==> src/sv/priority_queue_sorted_insert_macros.svh <==
// Assertion macros shared by the priority queue RTL.
`ifndef PRIORITY_QUEUE_SORTED_INSERT_MACROS_SVH
`define PRIORITY_QUEUE_SORTED_INSERT_MACROS_SVH

// Check a property on every clock edge outside reset.
`define PQSI_ASSERT(label, prop, msg) \
    label: assert property (@(posedge i_clk) disable iff (!i_rst_n) (prop)) \
        else $error(msg);

// Check that a condition is followed by a property in the next cycle.
`define PQSI_ASSERT_NEXT(label, cond, prop, msg) \
    `PQSI_ASSERT(label, (cond) |=> (prop), msg)

`endif

==> src/sv/pqsi_pkg.sv <==
// Types and codes shared by the priority queue modules.
package pqsi_pkg;

    localparam logic OP_PUSH = 1'b0;
    localparam logic OP_POP  = 1'b1;

    localparam logic [1:0] ST_DONE  = 2'd0;
    localparam logic [1:0] ST_FULL  = 2'd1;
    localparam logic [1:0] ST_EMPTY = 2'd2;

    typedef struct packed {
        logic        opcode;
        logic [15:0] item_value;
        logic [7:0]  item_priority;
    } t_in_item;

    typedef struct packed {
        logic [15:0] popped_value;
        logic [15:0] head_value;
        logic [7:0]  head_priority;
        logic [4:0]  entry_count;
        logic [1:0]  status;
    } t_out_item;

    typedef struct packed {
        logic [15:0] value;
        logic [7:0]  prio;
    } t_entry;

endpackage

==> src/sv/pqsi_store.sv <==
// Entry memory: one write port, one read port with registered read data.
module pqsi_store #(
    parameter int DEPTH = 16,
    parameter int AW    = 4
) (
    input  logic            i_clk,
    input  logic            i_we,
    input  logic [AW-1:0]   i_waddr,
    input  pqsi_pkg::t_entry i_wdata,
    input  logic [AW-1:0]   i_raddr,
    output pqsi_pkg::t_entry o_rdata
);
    import pqsi_pkg::*;

    t_entry r_mem [DEPTH];
    t_entry r_rdata;

    always_ff @(posedge i_clk) begin
        if (i_we) begin
            r_mem[i_waddr] <= i_wdata;
        end
        r_rdata <= r_mem[i_raddr];
    end

    assign o_rdata = r_rdata;

endmodule

==> src/sv/priority_queue_sorted_insert.sv <==
// Top level of the sorted-store priority queue with its insertion sequencer.
//
// Input channel: i_in_valid / o_in_stall carry one request item (push or pop).
// Output channel: o_out_valid / i_out_stall carry one result item per request.
// A transfer happens on a rising edge with valid high and stall low.
// Entries sit in a memory ordered from highest priority down; equal
// priorities keep arrival order. The front entry is mirrored in registers.
// Push: one compare unit walks from the tail toward the front; each entry
// moved takes a memory read, then a compare and write, since the memory
// read port allows one access a cycle. A new entry that lands at the
// front is written without a compare. Pop: entries move forward one
// place, each by a memory read, then a write. Refused requests go
// straight to the final step.
// o_in_stall is high while a request is in work; the next request is taken
// once the previous result has been loaded into the output register.
// When i_out_stall holds a result, the next request still runs and waits in
// its final step until the output register is free.
// Reset (synchronous, active low) empties the queue; memory is not cleared.
module priority_queue_sorted_insert #(
    parameter int DEPTH = 16
) (
    input  logic                i_clk,
    input  logic                i_rst_n,
    input  logic                i_in_valid,
    output logic                o_in_stall,
    input  pqsi_pkg::t_in_item  i_item,
    output logic                o_out_valid,
    input  logic                i_out_stall,
    output pqsi_pkg::t_out_item o_result
);
    import pqsi_pkg::*;
    `include "priority_queue_sorted_insert_macros.svh"

    localparam int AW = (DEPTH > 1) ? $clog2(DEPTH) : 1;
    localparam int CW = $clog2(DEPTH + 1);

    typedef enum logic [2:0] {
        S_IDLE,
        S_PUSH_RD,
        S_PUSH_CMP,
        S_POP_RD,
        S_POP_WR,
        S_FIN
    } t_state;

    t_state          r_state, n_state;
    logic [CW-1:0]   r_count, n_count;
    logic [AW-1:0]   r_idx, n_idx;
    t_entry          r_new, n_new;
    t_entry          r_head, n_head;
    logic [15:0]     r_popped, n_popped;
    logic [1:0]      r_status, n_status;
    logic            r_out_valid, n_out_valid;
    t_out_item       r_result, n_result;

    logic            mem_we;
    logic [AW-1:0]   mem_waddr;
    t_entry          mem_wdata;
    logic [AW-1:0]   mem_raddr;
    t_entry          mem_rdata;

    logic            in_accept;
    logic            slot_free;
    logic            count_full;
    logic            more_to_move;
    logic [CW+4:0]   count_ext;

    pqsi_store #(
        .DEPTH (DEPTH),
        .AW    (AW)
    ) u_store (
        .i_clk   (i_clk),
        .i_we    (mem_we),
        .i_waddr (mem_waddr),
        .i_wdata (mem_wdata),
        .i_raddr (mem_raddr),
        .o_rdata (mem_rdata)
    );

    assign in_accept    = i_in_valid && !o_in_stall;
    assign slot_free    = !r_out_valid || !i_out_stall;
    assign count_full   = (r_count == CW'(DEPTH));
    assign more_to_move = ((CW+1)'(r_idx) + (CW+1)'(1)) < (CW+1)'(r_count);
    assign count_ext    = (CW+5)'(r_count);

    always_comb begin
        n_state     = r_state;
        n_count     = r_count;
        n_idx       = r_idx;
        n_new       = r_new;
        n_head      = r_head;
        n_popped    = r_popped;
        n_status    = r_status;
        n_out_valid = r_out_valid;
        n_result    = r_result;
        mem_we      = 1'b0;
        mem_waddr   = r_idx;
        mem_wdata   = r_new;
        mem_raddr   = r_idx;

        if (r_out_valid && !i_out_stall) begin
            n_out_valid = 1'b0;
        end

        case (r_state)
            S_IDLE: begin
                if (in_accept) begin
                    n_new.value = i_item.item_value;
                    n_new.prio  = i_item.item_priority;
                    n_popped    = '0;
                    n_status    = ST_DONE;
                    if (i_item.opcode == OP_PUSH) begin
                        if (count_full) begin
                            n_status = ST_FULL;
                            n_state  = S_FIN;
                        end else begin
                            n_idx   = r_count[AW-1:0];
                            n_state = S_PUSH_RD;
                        end
                    end else begin
                        if (r_count == '0) begin
                            n_status = ST_EMPTY;
                            n_state  = S_FIN;
                        end else begin
                            n_popped = r_head.value;
                            n_idx    = '0;
                            n_state  = S_POP_RD;
                        end
                    end
                end
            end
            S_PUSH_RD: begin
                if (r_idx == '0) begin
                    // insert at the front
                    mem_we    = 1'b1;
                    mem_wdata = r_new;
                    n_head    = r_new;
                    n_count   = r_count + CW'(1);
                    n_state   = S_FIN;
                end else begin
                    mem_raddr = r_idx - AW'(1);
                    n_state   = S_PUSH_CMP;
                end
            end
            S_PUSH_CMP: begin
                mem_we = 1'b1;
                if (mem_rdata.prio < r_new.prio) begin
                    // move the lower-priority entry back one place
                    mem_wdata = mem_rdata;
                    n_idx     = r_idx - AW'(1);
                    n_state   = S_PUSH_RD;
                end else begin
                    mem_wdata = r_new;
                    n_count   = r_count + CW'(1);
                    n_state   = S_FIN;
                end
            end
            S_POP_RD: begin
                if (more_to_move) begin
                    mem_raddr = r_idx + AW'(1);
                    n_state   = S_POP_WR;
                end else begin
                    n_count = r_count - CW'(1);
                    n_state = S_FIN;
                end
            end
            S_POP_WR: begin
                mem_we    = 1'b1;
                mem_wdata = mem_rdata;
                if (r_idx == '0) begin
                    n_head = mem_rdata;
                end
                n_idx   = r_idx + AW'(1);
                n_state = S_POP_RD;
            end
            S_FIN: begin
                // hold until the output register can take the item
                if (slot_free) begin
                    n_out_valid            = 1'b1;
                    n_result.popped_value  = r_popped;
                    n_result.head_value    = (r_count == '0) ? 16'd0 : r_head.value;
                    n_result.head_priority = (r_count == '0) ? 8'd0 : r_head.prio;
                    n_result.entry_count   = count_ext[4:0];
                    n_result.status        = r_status;
                    n_state                = S_IDLE;
                end
            end
            default: begin
                n_state = S_IDLE;
            end
        endcase
    end

    always_ff @(posedge i_clk) begin
        if (!i_rst_n) begin
            r_state     <= S_IDLE;
            r_count     <= '0;
            r_out_valid <= 1'b0;
        end else begin
            r_state     <= n_state;
            r_count     <= n_count;
            r_out_valid <= n_out_valid;
        end
        r_idx    <= n_idx;
        r_new    <= n_new;
        r_head   <= n_head;
        r_popped <= n_popped;
        r_status <= n_status;
        r_result <= n_result;
    end

    assign o_in_stall  = (r_state != S_IDLE);
    assign o_out_valid = r_out_valid;
    assign o_result    = r_result;

    `PQSI_ASSERT(a_count_bound, r_count <= CW'(DEPTH), "entry count beyond depth")
    `PQSI_ASSERT_NEXT(a_accept_busy, in_accept, o_in_stall, "accepted item left block idle")
    `PQSI_ASSERT(a_full_status, (r_state == S_FIN && r_status == ST_FULL) |-> count_full,
        "push refused while store not full")
    `PQSI_ASSERT(a_cmp_idx, (r_state == S_PUSH_CMP) |-> (r_idx != '0),
        "compare step reached at front slot")

endmodule

==> config.mk <==
export PLATFORM = sky130hd
export DESIGN_NAME = priority_queue_sorted_insert
export DESIGN_NICKNAME = d
export VERILOG_FILES = /design/src/sv/pqsi_pkg.sv /design/src/sv/pqsi_store.sv /design/src/sv/priority_queue_sorted_insert.sv
export VERILOG_INCLUDE_DIRS = /design/src /design/src/sv
export SDC_FILE = /design/constraint.sdc
export NUM_CORES = 1
export LEC_CHECK = 0
export ABC_AREA = 1
export ABC_CLOCK_PERIOD_IN_PS = 3750
export BUFFER_PORTS_ARGS = -buffer_cell sky130_fd_sc_hd__buf_2
export CORE_UTILIZATION = 50
export CTS_BUF_LIST = sky130_fd_sc_hd__clkbuf_4 sky130_fd_sc_hd__clkbuf_8
export DETAILED_ROUTE_END_ITERATION = 10
export GPL_TIMING_DRIVEN = 0
export PLACE_DENSITY = 0.69
export SYNTH_ARGS = -nofsm -noshare
export SYNTH_HDL_FRONTEND = slang
export SYNTH_SLANG_ARGS = --single-unit
==> constraint.sdc <==
create_clock -name i_clk -period 3.75 [get_ports i_clk]
set_clock_uncertainty 0.2 [all_clocks]
set_input_delay 0.375 -clock i_clk [delete_from_list [all_inputs] [get_ports i_clk]]
set_output_delay 0.375 -clock i_clk [all_outputs]
set_load 0.005 [all_outputs]
**Word level (Yosys, flattened, before mapping)**

Memories as Yosys holds them, arrays and structs flattened. A register that Yosys moved wholly into a read port is not among the register bits.
Cells that the tools add are included.

- Bits of input ports: 29
- RAM bits: 384
- Output and inout port bits: 49
- Memories kept: 1
- Latch bits: 0
- Register bits after elaboration: 126
- ROM bits: 0

Memory list:

| name | depth | width | read ports | clocked after memory_dff | write ports | RTL line | RTL |
|---|---|---|---|---|---|---|---|
| u_store.r_mem | 16 | 24 | 1 | 1 | 1 | pqsi_store.sv:15 | `t_entry r_mem [DEPTH];` |

- Eq/ne operators: 15
- Shift-type cells: 0
- Magnitude comparators: 2
- Multipliers: 0
- Bitwise operators: 0
- Reduce and logical (&&, ||, !) cells: 20
- Muxes and demuxes: 38
- Divide/modulo/power cells: 0
- Add/sub/neg operators: 5

Operators by type and width:

| cell | count |
|---|---|
| one-hot mux 24 bit (2 select lines) | 2 |
| 2-to-1 mux 24 bit | 3 |
| 2-to-1 mux 4 bit | 7 |
| 2-to-1 mux 3 bit | 7 |
| one-hot mux 3 bit (6 select lines) | 1 |
| 2-to-1 mux 16 bit | 1 |
| 2-to-1 mux 5 bit | 3 |
| one-hot mux 5 bit (3 select lines) | 1 |
| inequality test 2 bit (second input constant) | 7 |
| one-hot mux 4 bit (3 select lines) | 1 |
| nonzero test 3 bit | 3 |
| less-than comparator 8 bit | 1 |
| 2-to-1 mux 1 bit | 8 |
| one-hot mux 4 bit (2 select lines) | 1 |
| equality test 3 x 2 -> 1 bit (second input constant) | 2 |
| equality test 3 bit (second input constant) | 2 |
| inequality test 3 bit (second input constant) | 2 |
| AND reduction 2 bit | 3 |
| adder 4 x 1 -> 5 bit (second input constant) | 1 |
| adder 5 x 1 -> 5 bit (second input constant) | 1 |
| equality test 5 bit (second input constant) | 1 |
| zero test 5 bit | 1 |
| less-than comparator 5 bit | 1 |
| AND reduction 5 bit | 1 |
| 15 further kinds | 19 |

**Longest topological paths before layout**

- Word-level depth: 5
- Mapped depth: 19
- Mapped depth without buffers: 17

**Cells and area by module**

A second synthesis with hierarchy kept.

- Cells, all modules: 2139
- Area total of the unflattened synthesis: 22636.7 µm²

By module, submodules not included:

| module | area each (µm²) | instances | cells each |
|---|---|---|---|
| pqsi_store | 16951.3 | 1 | 1597 |
| priority_queue_sorted_insert | 5685.5 | 1 | 542 |

**Least setup slack after synthesis**

No wires, ideal clock.

- Kind: flip-flop to flip-flop
- Start: register r_state[1]
- End: register r_result (netlist bit o_result[0]) (enable)
- Stages on the path, launching flop included: 4
- Arrival: 2826 ps
- Setup time: 467 ps
- Buffers on the path: 0
- Clock period less this slack: 3493 ps
- Slack: 257 ps
- Path through: dfxtp_1 > inv_2 > nand3_1 > a21oi_1

- Longest elaborated chain between the ends: 2

RTL lines:

| what | RTL line | RTL |
|---|---|---|
| start: declaration | priority_queue_sorted_insert.sv:46 | `t_state r_state, n_state;` |
| start signal: assignment | priority_queue_sorted_insert.sv:200 | `r_state <= n_state;` |
| equality test 3 bit | priority_queue_sorted_insert.sv:105 | `case (r_state)` |
| AND reduction 2 bit (no source line) | n/a |  |
| end signal: assignment | priority_queue_sorted_insert.sv:209 | `r_result <= n_result;` |
| end: declaration | priority_queue_sorted_insert.sv:54 | `t_out_item r_result, n_result;` |

Every way passes these cells.
A chain may end at the register's enable or synchronous reset.

**Worst setup path after layout**

- Start: register r_idx[0] (netlist: mem_waddr[0])
- End: register, netlist name u_store.o_rdata[15]

- Longest elaborated chain between the ends: 4
- Elaborated cells between the ends (all ways): 8

RTL lines:

| what | RTL line | RTL |
|---|---|---|
| start: declaration | priority_queue_sorted_insert.sv:48 | `logic [AW-1:0] r_idx, n_idx;` |
| start signal: assignment | priority_queue_sorted_insert.sv:204 | `r_idx <= n_idx;` |
| adder 4 x 1 -> 5 bit | priority_queue_sorted_insert.sv:83 | `assign more_to_move = ((CW+1)'(r_idx) + (CW+1)'(1)) < (CW+1)'(r_count);` |
| less-than comparator 5 bit | priority_queue_sorted_insert.sv:83 |  |
| 2-to-1 mux 4 bit | priority_queue_sorted_insert.sv:159 | `if (more_to_move) begin` |
| one-hot mux 4 bit (2 select lines) (*) | priority_queue_sorted_insert.sv:105 |  |

Mark *: on every way between the ends. The rest lies on a longest branch, timed or not.

==> key figures <==
Outcome
  • Outcome: complete, no violations

Timing
  • Slew @ Worst Pin: approximately 0.9 ns
  • Rel. slew slack: 0.385
  • Final max-slew violation count: 0
  • Fin Hold WS: roughly 0.048 ns
  • Final setup TNS: 0 ns
  • Post-layout min period: 3.66 ns
  • Final setup viols: 0
  • RSZ-0062 raised after global routing: false
  • Tcrit/Tclk final: 0.976
  • Hold Vio Cnt, Final: 0
  • Setup ws final: approximately 0.091 ns
  • Fmax: approximately 270 MHz

CTS
  • Clock Sink Count: ~530
  • Skew-Pair Late Insertion Delay: 0.68 ns
  • Total CTS buffers: 87
  • CTS tree: built
  • H-tree Lvls: 3
  • Root Driver: clkbuf_8
  • Clock buffer depth: 3
  • Clk slew on worst S/H paths: around 0.070 ns

Floorplanning
  • Ports: roughly 80
  • Rows: between 70 and 80
  • Core area: 44600 um^2
  • Initial core utilization: 0.511
  • DIE WIDTH: 215 um
  • Die area: approximately 46000 um^2
  • Die Y: around 220 um

Routing
  • Routed vias/inst: around 5.3
  • Post-route ant nets: 0
  • Drt pass-1 iters: 5
  • Iter 0 DRT Violations: about 1500
  • Drt drc: 0
  • Via count: between 15000 and 20000
  • Avg WL per Cell: between 15 and 20 um
  • Routed WL: 55500 um

Setup path
  • CP peak stage delay: around 0.47 ns
  • Critical Path Start Type: flop
  • Slowest CP cell: edfxtp_1
  • CP Cell Sequence: ha_1 > inv_2 > nor2_1 > ha_1 > a21oi_1 > nand4_4 > nand3_2 > clkbuf_4 > buf_2 > nand3_1 > nand3_1 > nand3_1 > nand3_1 > nand2_1
  • Max Fanout on Critical Path: 10
  • Cell mode on critical path: nand3_1
  • Reg2Reg Depth: 14
  • Worst Setup End Kind: flop
  • Critical path class: reg2reg
  • CP Data Required Time: ~4.1 ns
  • Crit path DAT: between 3 and 4 ns

Synthesis
  • Synth Cell Area: roughly 23000 um^2
  • Syn Inst Count: about 2100
  • Xor and xnor area share after synthesis: 0.00269
  • Register area share after synthesis: 0.689
  • Post-synthesis compound-gate area fraction: 0.0122
  • Synthesis-stage register bit count: around 530
  • Mapped Avg Cell Area: ~11 um^2
  • Area contributors post-synth: edfxtp_1, nand3_1, nand2_1
  • Simple-gate area share of the yosys netlist: 0.208
  • Mapped Nets: 2133
  • Top cell type's share of synthesized area: 0.660
  • Dominant cell type by area after synthesis: edfxtp_1
  • Post-synthesis mux area share: 0
  • Yosys warnings: 0
  • Largest family of logic cells by synthesized area: simple AND/OR/NAND/NOR gates
  • Distinct cells, synth: 33
  • Adder-Cell Fraction of Synth Area: 0.0113

Cells and area
  • Nets: around 2400
  • Commonest non-fill, non-tap cells in the layout: nand2_1, edfxtp_1, nand3_1
  • Fillers: around 3600
  • Final instance area: 26400 um^2
  • Final non-filler cell total: roughly 3000
  • Area growth syn-to-layout: 16.0%
  • Commonest non-fill, non-tap cell in the layout: nand2_1
  • Util after Layout: 0.592
  • Share of post-route cells with drive strength above 1: 0.158
  • Diode count: 0

Global routing
  • Total GRT Usage: 0.241
  • Initial antenna violation count: 0
  • Vias in the first global route: 15500
  • Largest net degree at the start of global routing: 35
  • First-pass GRT wire length: roughly 85000 um
  • GR Overflow Total: 0

Place
  • Post-Place Cells: approximately 2800
  • Port Buf Inserts: 77
  • DP Area: around 24000 um^2
  • Pre-CTS setup slack: -0.142 ns
  • RePlAce Congestion: ~0.9
  • Final HPWL DP: a little under 40000 um

Power and ir drop
  • Maximum VDD drop: about 0.00054 V
  • Tot Pwr: between 20 and 25 mW
  • Power per cell area: roughly 900 nW/um^2
  • Pleak: 11.1 nW

Hold path
  • Hold Crit Depth: 3
  • Hold Path Class: in2reg

Job
  • Max-Cap Viols: 0
worst paths after layout:
check	from	end	slack, ns
worst max-delay path	mem_waddr[0]	u_store.o_rdata[15]	0.09
worst min register to register	r_status[0]	o_result[0]	0.22
worst max register to register	mem_waddr[0]	u_store.o_rdata[15]	0.09
worst min-delay path	i_in_valid	r_status[1]	0.05
flip-flops by register name, indices dropped and copies added (netlist names):
signal and flops:
mem_waddr 4, o_out_valid 1, o_result 47, r_count 5, r_head 24, r_new 24, r_popped 16, r_state 3
r_status 2, u_store.o_rdata 24, u_store.r_mem 384
power by group:
part           switching (mW)  internal [mW]
logic                    7.74           2.98
clock network            2.27           2.82
registers               0.270           8.39
final cells by class:
type                       instances  area, um^2  share of cell area
buffer                           113         668              0.0253
clock buffer                     129        1580              0.0596
clock inverter                    29         190             0.00720
inverter                         292        1100              0.0415
multi-input combinational       1145        5440               0.206
sequential                       534       15700               0.594
tap                              592         741              0.0280
timing repair buffer             131        1010              0.0381
metal layers:
metal,track usage,routed length [um],vias to the layer above
met2,0.395,26300,702
met3,0.0576,4800,117
met5,0,0,-
met4,0.0901,1620,0
met1,0.313,22800,7567
li1,-,-,7464
cells by family after synthesis:
kind of cell	after synthesis
xor gates and xnor gates	7
AOI/OAI and AO/OA	51
adders and majority gates	20
DFF	534
buffers and inverters	405
and+or+nand+nor	1067
cells in the mapped netlist:
cell type  number
edfxtp_1      501
o21ai_0        25
ha_1           19
clkinv_1        3
dfxtp_1        33
clkbuf_1       17
o221ai_1        3
buf_2          59
nand3_1       461
a21oi_1        17
nor2_4          1
xor2_1          5
nand4_4         1
nand4_1         2
inv_2           4
inv_1         285
buf_1           9
nor3_1          8
o21a_1          1
o21ai_1         1
o22ai_1         2
o21ai_2         1
a211oi_1        1
nand3_2         1
nor2_2          1
fa_1            1
nor2_1         51
buf_4          16
nand2_1       512
nand3b_1       24
buf_6          12
nand2_2         5
xnor2_1         2
worst max-delay path: cells and delay by family (launching register included):
family | cells | cell delay [ns]
adder cells (fa/ha/maj) | 2 | 0.59
flip-flops | 1 | 0.47
AO/OA/AOI/OAI | 1 | 0.30
AND/OR/NAND/NOR | 8 | 1.15
buffers and inverters | 3 | 0.78
timing repair:
action                                  4_1_cts  5_1_grt
endpoints found under the hold margin        49        0
endpoints found under the setup margin       24       24
gates resized for setup                       5       11
gates cloned                                  0        0
buffers inserted                              0        1
hold buffers                                 28        0
Power figures use the tool's default switching activity.
